===== src/dbp_pkg.sv =====
// ----------------------------------------------------------------------------
// dbp_pkg
// Types, register indexes and constants shared by the decoder backlog policy.
// ----------------------------------------------------------------------------
package dbp_pkg;

	localparam int COUNT_BITS_DEF = 16;

	// register indexes
	localparam int          CFG_IDX_W        = 3;
	localparam logic [2:0]  REG_LOW_WM       = 3'd0;
	localparam logic [2:0]  REG_HIGH_WM      = 3'd1;
	localparam logic [2:0]  REG_MIN_PREROLL  = 3'd2;
	localparam logic [2:0]  REG_LARGE_OK     = 3'd3;
	localparam logic [2:0]  REG_BITRATE_LIM  = 3'd4;
	localparam logic [2:0]  REG_FPS_LIM      = 3'd5;
	localparam int          CFG_DATA_W       = 39;

	// register reset values
	localparam logic [15:0] LOW_WM_RST       = 16'd2;
	localparam logic [15:0] HIGH_WM_RST      = 16'd8;
	localparam logic [15:0] MIN_PREROLL_RST  = 16'd4;
	localparam logic        LARGE_OK_RST     = 1'b1;
	localparam logic [38:0] BITRATE_LIM_RST  = 39'd8000000;
	localparam logic [19:0] FPS_LIM_RST      = 20'd30;

	// policy constants
	localparam logic [13:0] MAX_W            = 14'd2560;
	localparam logic [13:0] MAX_H            = 14'd1440;
	localparam logic [15:0] MIN_BUFS         = 16'd16;
	localparam logic [16:0] PEAK_MARGIN      = 17'd2;
	localparam logic [62:0] US_PER_S         = 63'd1000000;

	// serial divider sizing: dividend is bytes * 8 * 30 (39 bits) or 1e6
	localparam int DVD_W      = 39;
	localparam int DVS_W      = 20;
	localparam int DIV_CNT_W  = 6;
	localparam logic [DIV_CNT_W-1:0] DIV_STEPS = 6'd39;

	typedef struct packed {
		logic        func;
		logic [15:0] backlog_frames;
		logic [30:0] pending_bytes;
		logic [15:0] pending_count;
		logic [62:0] stamp_us;
		logic [13:0] width_px;
		logic [13:0] height_px;
	} dbp_in_t;

	typedef struct packed {
		logic        filter_off;
		logic [15:0] preroll_frames;
	} dbp_out_t;

	typedef struct packed {
		logic [15:0] low_wm;
		logic [15:0] high_wm;
		logic [15:0] min_preroll;
		logic        large_ok;
		logic [38:0] bitrate_limit;
		logic [19:0] fps_limit;
	} dbp_cfg_t;

	typedef struct packed {
		logic             start;
		logic [DVD_W-1:0] dividend;
		logic [DVS_W-1:0] divisor;
	} dbp_div_req_t;

	typedef struct packed {
		logic             done;
		logic [DVD_W-1:0] quotient;
	} dbp_div_rsp_t;

endpackage


===== src/dbp_regs.sv =====
// ----------------------------------------------------------------------------
// dbp_regs
// Configuration register file, written through its own valid/ready channel.
// ----------------------------------------------------------------------------
module dbp_regs (
	input  logic                                clk,
	input  logic                                arst_n,
	input  logic                                cfg_valid,
	output logic                                cfg_ready,
	input  logic [dbp_pkg::CFG_IDX_W-1:0]       cfg_index,
	input  logic [dbp_pkg::CFG_DATA_W-1:0]      cfg_data,
	output dbp_pkg::dbp_cfg_t                   cfg
);

	dbp_pkg::dbp_cfg_t cfg_q;

	assign cfg_ready = 1'b1;
	assign cfg       = cfg_q;

	always_ff @(posedge clk or negedge arst_n) begin
		if (!arst_n) begin
			cfg_q.low_wm        <= dbp_pkg::LOW_WM_RST;
			cfg_q.high_wm       <= dbp_pkg::HIGH_WM_RST;
			cfg_q.min_preroll   <= dbp_pkg::MIN_PREROLL_RST;
			cfg_q.large_ok      <= dbp_pkg::LARGE_OK_RST;
			cfg_q.bitrate_limit <= dbp_pkg::BITRATE_LIM_RST;
			cfg_q.fps_limit     <= dbp_pkg::FPS_LIM_RST;
		end else if (cfg_valid) begin
			case (cfg_index)
				dbp_pkg::REG_LOW_WM:      cfg_q.low_wm        <= cfg_data[15:0];
				dbp_pkg::REG_HIGH_WM:     cfg_q.high_wm       <= cfg_data[15:0];
				dbp_pkg::REG_MIN_PREROLL: cfg_q.min_preroll   <= cfg_data[15:0];
				dbp_pkg::REG_LARGE_OK:    cfg_q.large_ok      <= cfg_data[0];
				dbp_pkg::REG_BITRATE_LIM: cfg_q.bitrate_limit <= cfg_data[38:0];
				dbp_pkg::REG_FPS_LIM:     cfg_q.fps_limit     <= cfg_data[19:0];
				default: ;
			endcase
		end
	end

endmodule


===== src/dbp_div.sv =====
// ----------------------------------------------------------------------------
// dbp_div
// Restoring serial divider, one quotient bit per cycle.
// ----------------------------------------------------------------------------
module dbp_div (
	input  logic                  clk,
	input  logic                  arst_n,
	input  dbp_pkg::dbp_div_req_t req,
	output dbp_pkg::dbp_div_rsp_t rsp
);

	localparam int DVD_W = dbp_pkg::DVD_W;
	localparam int DVS_W = dbp_pkg::DVS_W;
	localparam int CNT_W = dbp_pkg::DIV_CNT_W;

	logic                          busy_q;
	logic                          done_q;
	logic [dbp_pkg::DIV_CNT_W-1:0] cnt_q;
	logic [DVD_W-1:0]              dvd_q;  // dividend shifts out, quotient shifts in
	logic [DVS_W-1:0]              dvs_q;
	logic [DVS_W-1:0]              rem_q;

	logic [DVS_W:0]   shifted;
	logic [DVS_W+1:0] trial;
	logic             fits;

	assign shifted = {rem_q, dvd_q[DVD_W-1]};
	assign trial   = {1'b0, shifted} - {2'b00, dvs_q};
	assign fits    = ~trial[DVS_W+1];

	always_ff @(posedge clk or negedge arst_n) begin
		if (!arst_n) begin
			busy_q <= 1'b0;
			done_q <= 1'b0;
			cnt_q  <= '0;
		end else begin
			done_q <= 1'b0;
			if (req.start) begin
				busy_q <= 1'b1;
				cnt_q  <= dbp_pkg::DIV_STEPS;
			end else if (busy_q) begin
				cnt_q <= cnt_q - CNT_W'(1);
				if (cnt_q == CNT_W'(1)) begin
					busy_q <= 1'b0;
					done_q <= 1'b1;
				end
			end
		end
	end

	always_ff @(posedge clk) begin
		if (req.start) begin
			dvd_q <= req.dividend;
			dvs_q <= req.divisor;
			rem_q <= '0;
		end else if (busy_q) begin
			rem_q <= fits ? trial[DVS_W-1:0] : shifted[DVS_W-1:0];
			dvd_q <= {dvd_q[DVD_W-2:0], fits};
		end
	end

	assign rsp.done     = done_q;
	assign rsp.quotient = dvd_q;

endmodule


===== src/decoder_backlog_policy.sv =====
// ----------------------------------------------------------------------------
// decoder_backlog_policy
// Loop filter hysteresis and preroll adaptation from decoder backlog reports.
// ----------------------------------------------------------------------------
// Usage:
//   rpt channel (valid/ready) takes one report item per compressed buffer, or
//   a restart item (func = 1) that clears the state and sets preroll to high_wm.
//   res channel (valid/ready) returns one item per report: filter_off and the
//   preroll frame count after that report.
//   cfg channel (valid/ready, always ready) writes the six policy registers by
//   index; write only while no report is in flight.
// Sequencing:
//   A report without a division passes the evaluation state and the
//   finish state, where its result is registered. The bitrate check (third
//   buffer on) and the frame rate check (second buffer) run the shared
//   serial divider, one quotient bit a cycle, before the finish state. A new
//   report is taken only after the last one has left the sequencer;
//   rpt_ready is high only while idle.
// Reset and stall:
//   arst_n clears the policy state and loads register defaults; preroll
//   starts at the high watermark default. The result sits in an output
//   register, so the next report is taken while it waits on res_ready; a
//   finished item waits in the sequencer if that register is still full.
// ----------------------------------------------------------------------------
module decoder_backlog_policy #(
	parameter int COUNT_BITS = dbp_pkg::COUNT_BITS_DEF
) (
	input  logic                           clk,
	input  logic                           arst_n,
	input  logic                           rpt_valid,
	output logic                           rpt_ready,
	input  dbp_pkg::dbp_in_t               rpt,
	output logic                           res_valid,
	input  logic                           res_ready,
	output dbp_pkg::dbp_out_t              res,
	input  logic                           cfg_valid,
	output logic                           cfg_ready,
	input  logic [dbp_pkg::CFG_IDX_W-1:0]  cfg_index,
	input  logic [dbp_pkg::CFG_DATA_W-1:0] cfg_data
);

	// counts never exceed the 16-bit fields they come from
	localparam int CW = (COUNT_BITS < 16) ? COUNT_BITS : 16;

	typedef enum logic [4:0] {
		S_IDLE = 5'b00001,
		S_EVAL = 5'b00010,
		S_FPS  = 5'b00100,
		S_DIV  = 5'b01000,
		S_FIN  = 5'b10000
	} state_t;

	state_t                state_q;
	dbp_pkg::dbp_cfg_t     cfg;
	dbp_pkg::dbp_in_t      item_q;
	dbp_pkg::dbp_div_req_t div_req;
	dbp_pkg::dbp_div_rsp_t div_rsp;
	dbp_pkg::dbp_out_t     res_q;
	logic                  res_valid_q;

	logic [CW-1:0]  peak_q;
	logic [1:0]     seen_q;
	logic [62:0]    first_stamp_q;
	logic           filter_q;
	logic [CW-1:0]  preroll_q;
	logic [62:0]    diff_q;
	logic           fps_mode_q;

	dbp_regs u_regs (
		.clk       (clk),
		.arst_n    (arst_n),
		.cfg_valid (cfg_valid),
		.cfg_ready (cfg_ready),
		.cfg_index (cfg_index),
		.cfg_data  (cfg_data),
		.cfg       (cfg)
	);

	dbp_div u_div (
		.clk    (clk),
		.arst_n (arst_n),
		.req    (div_req),
		.rsp    (div_rsp)
	);

	// report evaluation
	logic [15:0]   backlog;
	logic [CW-1:0] peak_next;
	logic [15:0]   peak_next_ext;
	logic          filter_set;
	logic          filter_next;
	logic [1:0]    seen_next;
	logic          max_res;
	logic          rate_go;
	logic [63:0]   stamp_diff;
	logic          stamp_after;
	logic [38:0]   rate_dividend;
	logic          fps_small;
	logic          finish;

	assign backlog       = item_q.backlog_frames;
	assign peak_next     = (backlog > 16'(peak_q)) ? CW'(backlog) : peak_q;
	assign peak_next_ext = 16'(peak_next);
	assign filter_set    = (backlog < cfg.low_wm) &&
	                       ((17'(backlog) + dbp_pkg::PEAK_MARGIN) < 17'(peak_next_ext));
	assign filter_next   = (filter_q || filter_set) && !(backlog > cfg.high_wm);
	assign seen_next     = (seen_q == 2'd3) ? 2'd3 : seen_q + 2'd1;
	assign max_res       = cfg.large_ok &&
	                       ((item_q.width_px > dbp_pkg::MAX_W) ||
	                        (item_q.height_px > dbp_pkg::MAX_H));
	assign rate_go       = (backlog > cfg.min_preroll) &&
	                       (item_q.pending_count >= dbp_pkg::MIN_BUFS);
	assign stamp_diff    = {1'b0, item_q.stamp_us} - {1'b0, first_stamp_q};
	assign stamp_after   = !stamp_diff[63] && (stamp_diff[62:0] != '0);
	// bytes * 8 * 30 = bytes * 256 - bytes * 16
	assign rate_dividend = {item_q.pending_bytes, 8'd0} - {4'd0, item_q.pending_bytes, 4'd0};
	assign fps_small     = !(diff_q > dbp_pkg::US_PER_S);
	assign finish        = !res_valid_q || res_ready;

	always_comb begin
		div_req.start    = 1'b0;
		div_req.dividend = rate_dividend;
		div_req.divisor  = 20'(item_q.pending_count);
		case (state_q)
			S_EVAL: begin
				div_req.start = !item_q.func && (seen_next == 2'd3) && rate_go;
			end
			S_FPS: begin
				div_req.start    = fps_small;
				div_req.dividend = 39'(dbp_pkg::US_PER_S);
				div_req.divisor  = diff_q[19:0];
			end
			default: ;
		endcase
	end

	assign rpt_ready = (state_q == S_IDLE);

	always_ff @(posedge clk or negedge arst_n) begin
		if (!arst_n) begin
			state_q       <= S_IDLE;
			peak_q        <= '0;
			seen_q        <= '0;
			first_stamp_q <= '0;
			filter_q      <= 1'b0;
			preroll_q     <= CW'(dbp_pkg::HIGH_WM_RST);
			fps_mode_q    <= 1'b0;
			res_valid_q   <= 1'b0;
		end else begin
			if (state_q == S_FIN && finish) begin
				res_valid_q <= 1'b1;
			end else if (res_ready) begin
				res_valid_q <= 1'b0;
			end

			case (state_q)
				S_IDLE: begin
					if (rpt_valid) begin
						state_q <= S_EVAL;
					end
				end
				S_EVAL: begin
					if (item_q.func) begin
						peak_q        <= '0;
						seen_q        <= '0;
						first_stamp_q <= '0;
						filter_q      <= 1'b0;
						preroll_q     <= CW'(cfg.high_wm);
						state_q       <= S_FIN;
					end else begin
						peak_q   <= peak_next;
						filter_q <= filter_next;
						seen_q   <= seen_next;
						state_q  <= S_FIN;
						case (seen_next)
							2'd3: begin
								if (rate_go) begin
									fps_mode_q <= 1'b0;
									state_q    <= S_DIV;
								end
							end
							2'd1: begin
								first_stamp_q <= item_q.stamp_us;
								if (!max_res) begin
									preroll_q <= CW'(cfg.min_preroll);
								end
							end
							default: begin
								if (stamp_after) begin
									state_q <= S_FPS;
								end
							end
						endcase
					end
				end
				S_FPS: begin
					if (fps_small) begin
						fps_mode_q <= 1'b1;
						state_q    <= S_DIV;
					end else begin
						// frame rate rounds down to zero
						preroll_q <= CW'(cfg.min_preroll);
						state_q   <= S_FIN;
					end
				end
				S_DIV: begin
					if (div_rsp.done) begin
						if (fps_mode_q) begin
							if (div_rsp.quotient <= 39'(cfg.fps_limit)) begin
								preroll_q <= CW'(cfg.min_preroll);
							end
						end else if ((div_rsp.quotient <= cfg.bitrate_limit) &&
						             (16'(preroll_q) > backlog)) begin
							preroll_q <= CW'(backlog);
						end
						state_q <= S_FIN;
					end
				end
				S_FIN: begin
					if (finish) begin
						state_q <= S_IDLE;
					end
				end
				default: begin
					state_q <= S_IDLE;
				end
			endcase
		end
	end

	always_ff @(posedge clk) begin
		if (rpt_valid && rpt_ready) begin
			item_q <= rpt;
		end
		if (state_q == S_EVAL) begin
			diff_q <= stamp_diff[62:0];
		end
		if (state_q == S_FIN && finish) begin
			res_q.filter_off     <= filter_q;
			res_q.preroll_frames <= 16'(preroll_q);
		end
	end

	assign res_valid = res_valid_q;
	assign res       = res_q;

endmodule


===== config.mk =====
export PLATFORM = sky130hd
export DESIGN_NAME = decoder_backlog_policy
export DESIGN_NICKNAME = d
export VERILOG_FILES = /design/src/dbp_pkg.sv /design/src/dbp_regs.sv /design/src/dbp_div.sv /design/src/decoder_backlog_policy.sv
export SDC_FILE = /design/constraint.sdc
export NUM_CORES = 1
export LEC_CHECK = 0
export ABC_AREA = 0
export BUFFER_PORTS_ARGS = -buffer_cell sky130_fd_sc_hd__buf_2
export CAP_MARGIN = 0
export CORE_MARGIN = 2
export CORE_UTILIZATION = 61
export CTS_CLUSTER_SIZE = 40
export DETAILED_ROUTE_END_ITERATION = 16
export GPL_TIMING_DRIVEN = 0
export PLACE_DENSITY = 0.81
export SLEW_MARGIN = 10
export SYNTH_ARGS = -nofsm -noshare
export SYNTH_HDL_FRONTEND = slang
export SYNTH_SLANG_ARGS = --single-unit

===== constraint.sdc =====
create_clock -name clk -period 7.1 [get_ports clk]
set_clock_uncertainty 0.1 [all_clocks]
set_input_delay 0.355 -clock clk [delete_from_list [all_inputs] [get_ports clk]]
set_output_delay 0.355 -clock clk [all_outputs]
set_load 0.01 [all_outputs]

# After elaboration in Yosys (flattened, before gate mapping)
# Index checks and enable logic that the tools add are counted.
# word_totals
inputBits	202
register_bits	535
out_inout_bits	20
# op_classes
n_addsub	6
bitwise	1
n_eq_ne	26
n_reduce_logical	35
n_mux	45
magnitude_cmp	12
# ops
cell	n
two-way mux 16 bit	10
two-way mux 63 bit	2
two-way mux 39 bit	2
> comparator 16 bit	4
subtractor 63 x 63 -> 64 bit	1
> comparator 63 x 20 -> 1 bit, second input constant	1
nonzero test 63 bit	1
two-way mux 59 bit	1
one-hot mux 16 bit (3 select lines)	1
less-or-equal comparator 39 x 20 -> 1 bit	1
less-or-equal comparator 39 bit	1
subtractor 39 x 35 -> 39 bit	1
two-way mux 5 bit	7
one-hot mux 5 bit (5 select lines)	1
subtractor 21 x 20 -> 22 bit	1
two-way mux 20 bit	1
adder 16 x 2 -> 17 bit, second input constant	1
< comparator 17 x 16 -> 1 bit	1
>= comparator 16 x 5 -> 1 bit, second input constant	1
< comparator 16 bit	1
> comparator 14 x 11 -> 1 bit, second input constant	1
> comparator 14 x 12 -> 1 bit, second input constant	1
inequality test 2 bit, second input constant	7
AND reduction 2 bit	7
31 further kinds	69

# Longest topological paths before layout
# Gate-level depths: netlist (run 1).
# depth
word_depth	7
ltp_mapped	22
mapped_depth_nobuf	21

# By module
# Synthesis (run 1) repeated with hierarchy kept, for this count alone.
# unflattened
cells_unflattened	2977
area_unflattened_um2	31604.1
# by_module_without_submodules
module	area_each_um2	cells_per_inst	n_inst
decoder_backlog_policy	22731.8	2327	1
dbp_div	4697.0	415	1
dbp_regs	4175.3	235	1

# Least setup slack after synthesis (run 1)
# Ideal clock, no wire load.
# synth_path
path_type	flip-flop to flip-flop
from	reg state_q[2]
to	reg state_q[4]
setup_time_ns	0.066
arrival_time_ns	5.471
path_stages_with_launch	7
required_ns	6.934
slack_ns	1.463
period_less_slack_ns	5.637
path_cell_list	dfrtp_1 or3_1 nor3b_1 and2_1 nor2_1 o32ai_1 a31o_1
# synth_via
elab_chain_len	3
word_cells_on_any_way	10
# synth_rtl
element	line_no	source
start, declared	decoder_backlog_policy.sv:53	state_t state_q;
start signal, assigned	decoder_backlog_policy.sv:141	state_q <= S_IDLE;
start signal, assigned	decoder_backlog_policy.sv:159	state_q <= S_EVAL;
start signal, assigned	decoder_backlog_policy.sv:169	state_q <= S_FIN;
equality test 5 x 1 -> 1 bit *	-	
net rpt_ready	decoder_backlog_policy.sv:31	output logic rpt_ready,
inequality test 2 bit (no line)	-	
AND reduction 3 bit (no line)	-	
# Mark *: on every way through the listed nets, which the timed path passes. The rest lies on a longest branch.
# A chain may end at the register's enable or synchronous reset.

# Final worst setup path (run 1)
# layout_path
from	reg item_q (netlist bit backlog[13])
to	reg u_div.dvd_q[37] (enable)
# layout_via
elab_chain_len	5
# layout_rtl
element	line_no	source
start, declared	decoder_backlog_policy.sv:55	dbp_pkg::dbp_in_t item_q;
start signal, assigned	decoder_backlog_policy.sv:233	item_q <= rpt;
> comparator 16 bit	decoder_backlog_policy.sv:111	assign rate_go = (backlog > cfg.min_preroll) &&
logical AND 1 bit	decoder_backlog_policy.sv:111	
logical AND 1 bit	decoder_backlog_policy.sv:126	div_req.start = !item_q.func && (seen_next == 2'd3) && rate_go;
one-hot mux 1 bit (2 select lines)	decoder_backlog_policy.sv:124	case (state_q)
nonzero test 2 bit (no line)	-	
end signal, assigned	dbp_div.sv:53	dvd_q <= req.dividend;
end signal, assigned	dbp_div.sv:58	dvd_q <= {dvd_q[DVD_W-2:0], fits};
end, declared	dbp_div.sv:19	logic [DVD_W-1:0] dvd_q;
# Every way passes these cells.

==> results of run 1 <==
## worst paths after layout
kind | endpoint | slack (ns) | cells past startpoint
max | u_div.dvd_q[37] | 1.34 | 11
min | u_regs.cfg[59] | 0.04 | 3
max reg2reg | u_div.dvd_q[37] | 1.34 | 11
min reg2reg | res[0] | 0.35 | 0
max in group asynchronous | first_stamp_q[47] | 5.54 | 4
min in group asynchronous | u_regs.cfg[101] | 0.12 | 2
## per-stage QoR
step	instance area, µm²	total power, W
2_1_floorplan	30500	0.00994
3_3_place_gp	32400	0.0118
3_5_place_dp	32600	0.0120
4_1_cts	36400	0.0151
5_1_grt	36400	0.0162
6_report	36400	0.0153
## placed cells by master, fill, tap and decap left out, types with 25 or more instances in the layout
cell and instances:
o21ai_0 222, buf_2 230, nor3_1 44, nor2b_1 25, nor4_1 38, clkbuf_16 60
nand4_1 67, nand2b_1 27, a21o_1 78, o21a_1 46, dfrtp_1 204, mux2_2 26
edfxtp_1 294, ha_1 267, dlygate4sd3_1 196, inv_1 302, nor2_1 168, xor2_1 39
clkbuf_1 98, nand2_1 253, a22o_1 63, mux2i_1 25, xnor2_1 59, nand3_1 65
a21oi_1 188
## sequential cells by signal (all words and copies together), names as in the netlist, 2 cells and up
| signal | count |
|---|---|
| u_div.cnt_q | 6 |
| u_regs.cfg | 108 |
| seen_q | 2 |
| state_q | 5 |
| u_div.dvs_q | 20 |
| u_div.rem_q | 20 |
| u_div.dvd_q | 39 |
| backlog | 16 |
| peak_q | 16 |
| res | 17 |
| item_q | 139 |
| first_stamp_q | 63 |
| diff_q | 63 |
| preroll_q | 16 |
## critical path, cell delays in order, from the launching register on
cell and delay, ns:
edfxtp_1 0.60, ha_1 0.40, nand4_1 0.21, o41ai_1 0.88, a31oi_1 0.22, o21ai_0 0.18
or2_1 0.21, clkbuf_1 0.36, and2_1 0.20, clkbuf_1 0.65, clkbuf_1 0.56, nand2_2 0.68
## power by group through the flow
stage | clock network [W] | registers, W | logic, W
finish | 0.00297 | 0.00504 | 0.00729
global route | 0.00312 | 0.00512 | 0.00800
CTS | 0.00296 | 0.00501 | 0.00712
detailed placement | 0 | 0.00506 | 0.00698
global placement | 0 | 0.00510 | 0.00673
floorplan | 0 | 0.00489 | 0.00505
## area by class of cell
type / instances / share of cell area [%]
flip-flops and latches: 535 / 40.6
repair buffers: 422 / 8.86
clock buffers: 88 / 4.73
plain buffers: 101 / 1.14
inverters: 305 / 3.15
multi-input cells: 2053 / 38.9
well taps: 664 / 2.28
clock inverters: 15 / 0.320
diodes: 3 / 0.0206
## metal layers
layer	wire [µm]	up-vias	part of all wire (%)
li1	-	11900	-
met1	34100	12600	38
met2	44800	1122	50
met3	5520	307	6.1
met4	5730	0	6.4
met5	0	-	0
## cells by family (layout without fill, tap and decap cells)
family | after synthesis | in the layout | synth area share [%]
other | 1 | 4 | 0.0123
DFF | 535 | 535 | 48.5
muxes | 51 | 51 | 1.78
AOI/OAI and AO/OA | 832 | 832 | 17.7
adders and majority gates | 269 | 269 | 11.1
xor gates and xnor gates | 98 | 98 | 2.82
buffers and inverters | 406 | 931 | 5.11
and+or+nand+nor | 802 | 802 | 12.9
==> results.tsv, run 1 <==
metric	value	unit
power_frac_comb	47.6	%
hold_ws	0.0431	ns
worst_setup_path_end_kind	register	
clockBufferDepth	3	
synth_edf_count	294	
hp-class	input pin to register	
slew_viol_final	0	
seqPwrFrac	32.9	%
clock_latency	0.63	ns
run_status	finished, final reports clean	
die_w	227	µm
multi_input_area	0.0141	mm²
rsz0062_at_grt	no	
pwr-share-clk	19.4	%
postCtsSetupBuffers	0	
seq_area	0.0148	mm²
worstMarginPinSlew	1.26	ns
drt_pass1_iterations	6	
htreeDepth	2	
drt_iter0_markers	2173	
hold_buffers	196	
post_route_cells_drive_above_1_share	11.7	%
synth_top_area_cell	edfxtp_1	
timing.final.ws_setup	1.34	ns
top_level_ports	222	
postCtsResizedCells	0	
worstSetupStartpointType	register	
wirelength	90100	µm
grt_max_degree	90	
ant_nets	0	
yosysWarnings	0	
place_hpwl	65100	µm
dp_cells	3884	
internal_power	0.00890	W
syn_avg_cell_area	10.2	µm²
num_vias	25900	
fin_cells	4186	
r2r-start	backlog[13]	
ys_seq_elements	535	
fmaxAchievable	0.174	GHz
startpoint	backlog[13]	
grt_use_met2	61.8	%
rows	81	
synth_top_area_share	29.0	%
cts-root-buf	clkbuf_16	
crit_fanout	39	
met3_usage	5.18	%
start_util	62.0	%
io_buffer_count	220	
gp_congestion	0.977	
finalSetupViolCount	0	
grt_pass1_vias	26200	
postSynthNetCount	3465	
grt-busiest-layer	met2	
slew_headroom	14.9	%
dieArea	0.0517	mm²
holdCritStartpoint	cfg_valid	
synth-seq-area-share	48.5	%
cp.required	7.16	ns
synth.most_common_cell	inv_1	
route.detailed.drc	0	
power.density	421	mW/mm²
p_leak	15.6	nW
grt_usage	35.1	%
cts_buffers	55	
core_area	0.0492	mm²
fp.dieH	227	µm
grt_pass1_wl	140000	µm
fin_util	74.0	%
wl_per_cell	21.5	µm
vdd_drop_max	0.286	mV
synth_cell_types	101	
synthArstFlopShare	41.3	%
finalHoldViolCount	0	
timing.final.crit_share	81.2	%
power_switching	0.00642	W
yosys-top-cells-area	edfxtp_1, dfrtp_1, ha_1, inv_1, o21ai_0	
maxCapViolCount	0	
synthFlopType	edfxtp_1	
vias_per_cell	6.19	
synthesis.area	0.0305	mm²
layout-area-overhead-vs-synth	19.4	%
netlist_instances	2994	
fin_crit	5.76	ns
swShare	41.9	%
nets	3944	
antenna_found_initial	4	
grt_overflow	0	
fin_tns_setup	0	ns
cts.clk_slew.worst_paths	0.08	ns
n_fill_cell	3339	
clock-sinks	535	
criticalPathCategory	register to register	
arrival	5.82	ns
grt_util_met1	40.7	%
cts_tree	done	
pre_cts_slack	1.42	ns
synthTopCellsByCount	inv_1, edfxtp_1, ha_1	
Power figures use the tool's default switching activity.
==> run 2, diff against run 1 <==
--- a/config.mk
+++ b/config.mk
@@ -9,11 +9,11 @@
 export BUFFER_PORTS_ARGS = -buffer_cell sky130_fd_sc_hd__buf_2
 export CAP_MARGIN = 0
 export CORE_MARGIN = 2
-export CORE_UTILIZATION = 61
+export CORE_UTILIZATION = 55
 export CTS_CLUSTER_SIZE = 40
 export DETAILED_ROUTE_END_ITERATION = 16
 export GPL_TIMING_DRIVEN = 0
-export PLACE_DENSITY = 0.81
+export PLACE_DENSITY = 0.77
 export SLEW_MARGIN = 10
 export SYNTH_ARGS = -nofsm -noshare
 export SYNTH_HDL_FRONTEND = slang
==> constraint.sdc (replaced) <==
create_clock -name clk -period 4.7 [get_ports clk]
set_clock_uncertainty 0.1 [all_clocks]
set_input_delay 0.235 -clock clk [delete_from_list [all_inputs] [get_ports clk]]
set_output_delay 0.235 -clock clk [all_outputs]
set_load 0.01 [all_outputs]
==> results.tsv, run 2 (synthesis results as in run 1) <==
metric	value	unit	change
run_status	finished, final reports clean		
worstRegToRegCells	13		+2
placed_cell_area	0.0327	mm²	+0.25%
die_w	239	µm	+5.2%
seqPwrFrac	32.0	%	-0.9 points
worst_setup_path_end_kind	register		
start_util	55.5	%	-6.5 points
fin_util	67.2	%	-6.8 points
grt_pass1_vias	25900		-1.3%
rsz0062_at_grt	no		
vdd_drop_max	0.455	mV	+59%
timing.critical_path.cells	ha_1 > or2_1 > o211ai_2 > a21o_2 > a211oi_1 > or3b_1 > nor2b_1 > o211ai_1 > a21oi_1 > or4b_2 > nor4_4 > a211o_1 > a31o_1		
cts_tree	done		
layout-area-overhead-vs-synth	21.1	%	
gp_congestion	0.976		-0.14%
cp_top_family	compound AO/OA/AOI/OAI gates		
worstMarginPinSlew	1.04	ns	-0.226 ns
drt_pass1_iterations	7		+1
finalSetupViolCount	0		unchanged
rows	86		+6.2%
largest_register_ffs	139		unchanged
multi_input_area	0.0142	mm²	+0.77%
top_level_ports	222		unchanged
seq_area	0.0148	mm²	unchanged
cts.clk_slew.worst_paths	0.06	ns	-0.02 ns
drt_iter0_markers	2121		-2.4%
slew_headroom	30.8	%	+16 points
n_fill_cell	4163		+25%
cp.required	5.17	ns	-1.99 ns
io_buffer_count	220		unchanged
criticalPathCategory	register to register		
grt_usage	32.0	%	-3.1 points
grt_max_degree	87		-3.3%
wirelength	91500	µm	+1.5%
pwr-share-clk	20.6	%	+1.2 points
regMostFlops	item_q		
post_route_cells_drive_above_1_share	12.9	%	+1.2 points
fp.dieH	239	µm	+5.2%
cp.buffers_inverters	0		-3
grt_pass1_wl	142000	µm	+1.8%
fmaxAchievable	0.216	GHz	+24%
layout_commonest_cell	inv_1		
clock_latency	0.64	ns	about the same
maxCapViolCount	0		unchanged
rrSetupSlack	0.07	ns	-1.27 ns
clock-sinks	535		unchanged
slew_viol_final	0		unchanged
htreeDepth	2		unchanged
crit_path_top_delay_cell	or4b_2		
grt_overflow	0		unchanged
power_frac_comb	47.4	%	-0.2 points
fin_crit	4.63	ns	-1.13 ns
power.density	643	mW/mm²	+53%
r2r_end	state_q[4]		
fin_tns_setup	0	ns	unchanged
cts_buffers	59		+7.3%
vias_per_cell	5.98		-3.4%
swShare	41.5	%	-0.39 points
max_stage_delay	0.70	ns	-0.18 ns
num_vias	25400		-2.0%
power_switching	0.00985	W	+54%
timing.final.crit_share	98.6	%	+17 points
nets	3962		+0.46%
dieArea	0.0573	mm²	+11%
pre_cts_slack	-0.423	ns	-1.84 ns
design_area	0.0369	mm²	+1.4%
core_area	0.0549	mm²	+12%
most-common-layout-cells	inv_1, edfxtp_1, ha_1		
finalHoldViolCount	0		unchanged
arrival	5.10	ns	-0.72 ns
clockBufferDepth	3		unchanged
route.detailed.drc	0		unchanged
wl_per_cell	21.5	µm	about the same
ant_nets	0		unchanged
p_leak	15.8	nW	+1.5%
timing.final.ws_setup	0.0655	ns	-1.27 ns
r2r-start	item_q[30]		
worstSetupStartpointType	register		
internal_power	0.0139	W	+56%
antenna_found_initial	2		-2
crit_fanout	5		-87%
place_hpwl	67200	µm	+3.2%
hp-class	input pin to async pin		
cts-root-buf	clkbuf_16		
hold_ws	0.0482	ns	+0.00510 ns
[run 2: cell types whose count changed in the layout (fill, tap and decap cells not counted), moves of 3 or more]
cell / delta
bufinv_16: +5
o21ai_1: +3
buf_4: +9
a21oi_1: -5
clkbuf_2: +3
clkbuf_1: -9
nor4_1: -3
dlygate4sd3_1: +4
clkinv_2: +9
o21ai_0: -3
a21oi_2: +4
[run 2: cell type report]
class	count	area share [%]
Antenna cell	2	0.0136
Buffer	100	1.14
Clock buffer	86	4.77
Clock inverter	26	0.817
Inverter	305	3.10
Multi-Input combinational cell	2053	38.6
Sequential cell	535	40.1
Tap cell	704	2.39
Timing Repair Buffer	437	9.11
[run 2: worst max path at each step]
stage                            from              end  slack [ns]  depth (start not counted)
after global placement    backlog[13]   u_div.dvd_q[3]       -1.47                         11
final                      item_q[30]       state_q[4]        0.07                         13
after detailed placement  backlog[12]  u_div.dvd_q[38]       -0.42                         12
after global routing       item_q[51]       state_q[4]        0.03                         13
after CTS                  backlog[0]         filter_q       0.009                         21
after floorplan            backlog[1]         filter_q        0.59                         21
[run 2: worst reg2reg max path, stage by stage (launching register included)]
cell and delay (ns):
edfxtp_1 0.47, ha_1 0.38, or2_1 0.16, o211ai_2 0.14, a21o_2 0.27, a211oi_1 0.54
or3b_1 0.28, nor2b_1 0.26, o211ai_1 0.18, a21oi_1 0.45, or4b_2 0.70, nor4_4 0.16
a211o_1 0.29, a31o_1 0.18
[run 2: stage by stage]
step	total power, W	instances
6_report	0.0237	4248
5_1_grt	0.0252	4247
2_1_floorplan	0.0150	2994
3_3_place_gp	0.0180	3918
3_5_place_dp	0.0183	3926
4_1_cts	0.0235	4239
[run 2: power by group through the flow]
| stage | sequential [W] | combinational, W | clock, W |
|---|---|---|---|
| 2_1_floorplan | 0.00734 | 0.00764 | 0 |
| 3_3_place_gp | 0.00765 | 0.0103 | 0 |
| 3_5_place_dp | 0.00765 | 0.0107 | 0 |
| 4_1_cts | 0.00756 | 0.0110 | 0.00494 |
| 5_1_grt | 0.00771 | 0.0123 | 0.00513 |
| 6_report | 0.00758 | 0.0112 | 0.00489 |
[run 2: what timing repair did]
| action | CTS | global route |
|---|---|---|
| pin swaps | 0 | 1 |
| setup buffers | 2 | 7 |
| setup endpoints to repair | 47 | 12 |
| hold buffers | 200 | 0 |
| gates resized for setup | 11 | 22 |
| hold endpoints to repair | 394 | 0 |
[run 2: metal layers]
metal  vias to the layer above  track usage (%)  part of all wire (%)
li1                      11900                -                     -
met1                     12400             38.4                    40
met2                       851             58.1                    51
met3                       215             4.59                   5.3
met4                         0             12.3                   4.1
met5                         -                0                     0
==> run 3, diff against run 2 <==
--- a/config.mk
+++ b/config.mk
@@ -9,12 +9,13 @@
 export BUFFER_PORTS_ARGS = -buffer_cell sky130_fd_sc_hd__buf_2
 export CAP_MARGIN = 0
 export CORE_MARGIN = 2
-export CORE_UTILIZATION = 55
+export CORE_UTILIZATION = 56
 export CTS_CLUSTER_SIZE = 40
 export DETAILED_ROUTE_END_ITERATION = 16
 export GPL_TIMING_DRIVEN = 0
-export PLACE_DENSITY = 0.77
+export PLACE_DENSITY = 0.78
 export SLEW_MARGIN = 10
 export SYNTH_ARGS = -nofsm -noshare
 export SYNTH_HDL_FRONTEND = slang
+export SYNTH_HIERARCHICAL = 1
 export SYNTH_SLANG_ARGS = --single-unit
==> results.tsv, run 3 <==
metric	value	unit	change
worstMarginPinSlew	1.10	ns	+0.0641 ns
slew_headroom	26.1	%	-4.7 points
hp-class	input pin to register		
worstRegToRegCells	14		+1
cts_buffers	57		-3.4%
clock_latency	0.66	ns	+0.02 ns
clock-sinks	535		unchanged
cp.depth	14		+1
die_w	242	µm	+0.92%
ys_seq_elements	535		unchanged
fp.dieH	242	µm	+0.92%
layout_commonest_cell	inv_1		
wl_per_cell	21.0	µm	-2.6%
power.density	638	mW/mm²	-0.84%
r2r_end	state_q[2]		
wl_met1	36600	µm	+0.94%
most-common-layout-cells	inv_1, edfxtp_1, ha_1		
fin_crit	4.50	ns	-0.138 ns
crit_fanout	4		-1
synth_top_area_cell	edfxtp_1		
vdd_drop_max	0.604	mV	+33%
drt_pass1_iterations	6		-1
vias_per_cell	5.99		+0.28%
cts-root-buf	clkbuf_16		
worstSetupStartpointType	register		
grt_usage	30.5	%	-1.5 points
worst_setup_path_end_kind	register		
synth_top_area_share	27.9	%	-1.0 points
cp.required	5.07	ns	-0.10 ns
post_route_cells_drive_above_1_share	17.2	%	+4.3 points
fmaxAchievable	0.222	GHz	+3.1%
holdCritStartpoint	rpt[10]		
maxUsedRoutingLayer	met4		
clockBufferDepth	3		unchanged
finalHoldViolCount	0		unchanged
cts_tree	done		
synthArstFlopShare	41.3	%	unchanged
gp_congestion	0.949		-2.7%
route.detailed.drc	0		unchanged
top_level_ports	222		unchanged
synthTopCellsByCount	inv_1, edfxtp_1, ha_1		
rsz0062_at_grt	no		
wl_met2	45300	µm	-2.9%
dieArea	0.0584	mm²	+1.9%
rows	87		+1.2%
wirelength	89800	µm	-1.9%
synth_edf_count	294		unchanged
hold_ws	0.193	ns	+0.145 ns
timing.final.crit_share	95.7	%	-2.9 points
run_status	finished, final reports clean		
synthesis.area	0.0316	mm²	+3.7%
synth_cell_types	105		+4.0%
crit_path_top_delay_cell	or4_1		
max_stage_delay	0.59	ns	-0.11 ns
num_vias	25700		+1.1%
nets	3945		-0.43%
place_hpwl	63500	µm	-5.6%
startpoint	item_q[28]		
n_fill_cell	4173		+0.24%
grt_max_degree	106		+22%
grt_pass1_wl	143000	µm	+0.42%
maxCapViolCount	0		unchanged
rrSetupSlack	0.20	ns	+0.14 ns
start_util	56.4	%	+0.86 points
grt_overflow	0		unchanged
cp-endpoint	state_q[2]		
regMostFlops	item_q		
htreeDepth	2		unchanged
synth-seq-area-share	46.8	%	-1.7 points
yosys-top-cells-area	edfxtp_1, dfrtp_1, ha_1, mux2_2, inv_1		
synthFlopType	edfxtp_1		
layout-area-overhead-vs-synth	19.8	%	
drt_iter0_markers	2087		-1.6%
grt_pass1_vias	26400		+2.0%
cts.clk_slew.worst_paths	0.08	ns	+0.02 ns
yosysWarnings	6		+6
synth.most_common_cell	inv_1		
finalPower	0.0241	W	+1.7%
timing.critical_path.cells	inv_1 > ha_1 > fa_1 > nand2b_1 > a21o_1 > a21boi_0 > o21ai_1 > a21oi_1 > xor2_1 > or4_1 > nor4_2 > nand4_1 > nor4b_2 > a211oi_1		
p_leak	16.3	nW	+3.0%
wl_met3	4040	µm	-17%
ant_nets	0		unchanged
antenna_found_initial	1		-1
finalSetupViolCount	0		unchanged
criticalPathCategory	register to register		
r2r-start	item_q[28]		
core_area	0.0561	mm²	+2.2%
cp.buffers_inverters	1		+1
syn_avg_cell_area	10.6	µm²	+4.3%
arrival	4.86	ns	-0.24 ns
netlist_instances	2977		-0.57%
io_buffer_count	220		unchanged
largest_register_ffs	139		unchanged
fin_tns_setup	0	ns	unchanged
slew_viol_final	0		unchanged
cp_top_family	simple AND/OR/NAND/NOR gates		
## run 3: cell count changes after synthesis, sizes merged, moves of 22 or more
cell	change
o21ai	-141
mux2	+123
nand2	-39
buf	+36
clkbuf	-30
a21o	+22
## run 3: area by class of cell
class	instances	area [µm²]	area share [%]
Clock inverter	23	224	0.592
Clock buffer	85	1660	4.40
Inverter	306	1150	3.04
Tap cell	756	946	2.50
Timing Repair inverter	2	15.0	0.0397
Buffer	106	554	1.46
Timing Repair Buffer	434	3310	8.74
Sequential cell	535	14800	39.0
Antenna cell	3	7.51	0.0198
Multi-Input combinational cell	2032	15200	40.2
## run 3: kinds of logic after synthesis
| kind of cell | count (synthesis) | share of synthesized area (%) |
|---|---|---|
| mux | 171 | 6.12 |
| flops | 535 | 46.8 |
| buf+inv | 413 | 5.38 |
| simple gates | 767 | 12.2 |
| compound gates | 720 | 16.1 |
| xor+xnor | 100 | 2.77 |
| fa+ha+maj | 269 | 10.7 |
| other cells | 2 | 0.0238 |
## run 3: metal layers
metal,global-route usage [%],vias up
li1,-,11900
met1,37.3,12700
met2,54.5,834
met3,3.37,231
met4,13.2,0
met5,0,-
## run 3: worst min-delay path by stage
stage	end	slack, ns	cells past startpoint
after floorplan	filter_q	-0.16	0
after global placement	item_q[56]	0.31	1
after detailed placement	first_stamp_q[11]	0.07	1
after CTS	backlog[10]	0.18	2
after global routing	item_q[11]	0.20	2
final	item_q[10]	0.19	2
## run 3: power by group
group	internal (W)	switching, W	total [W]	leakage, nW
logic	0.00458	0.00717	0.0118	9.72
registers	0.00677	0.00101	0.00778	5.64
clock network	0.00262	0.00198	0.00460	0.933
## run 3: metrics by stage
stage                     worst slack, ns  instance area, µm²  instances  util [%]
after global placement              -1.02               33700       3956      60.1
after floorplan                     0.149               31600       2980         -
after detailed placement            -1.15               33800       3961      60.3
after global routing               0.0219               37900       4280      67.5
after CTS                           0.153               37800       4279      67.5
final                               0.203               37900       4282      67.5
## run 3: what timing repair did
item	in CTS	in global routing
setup endpoints to repair	106	40
hold buffers	203	0
gates cloned	2	0
endpoints found under the hold margin	373	0
setup buffers	6	0
gates resized for setup	13	7
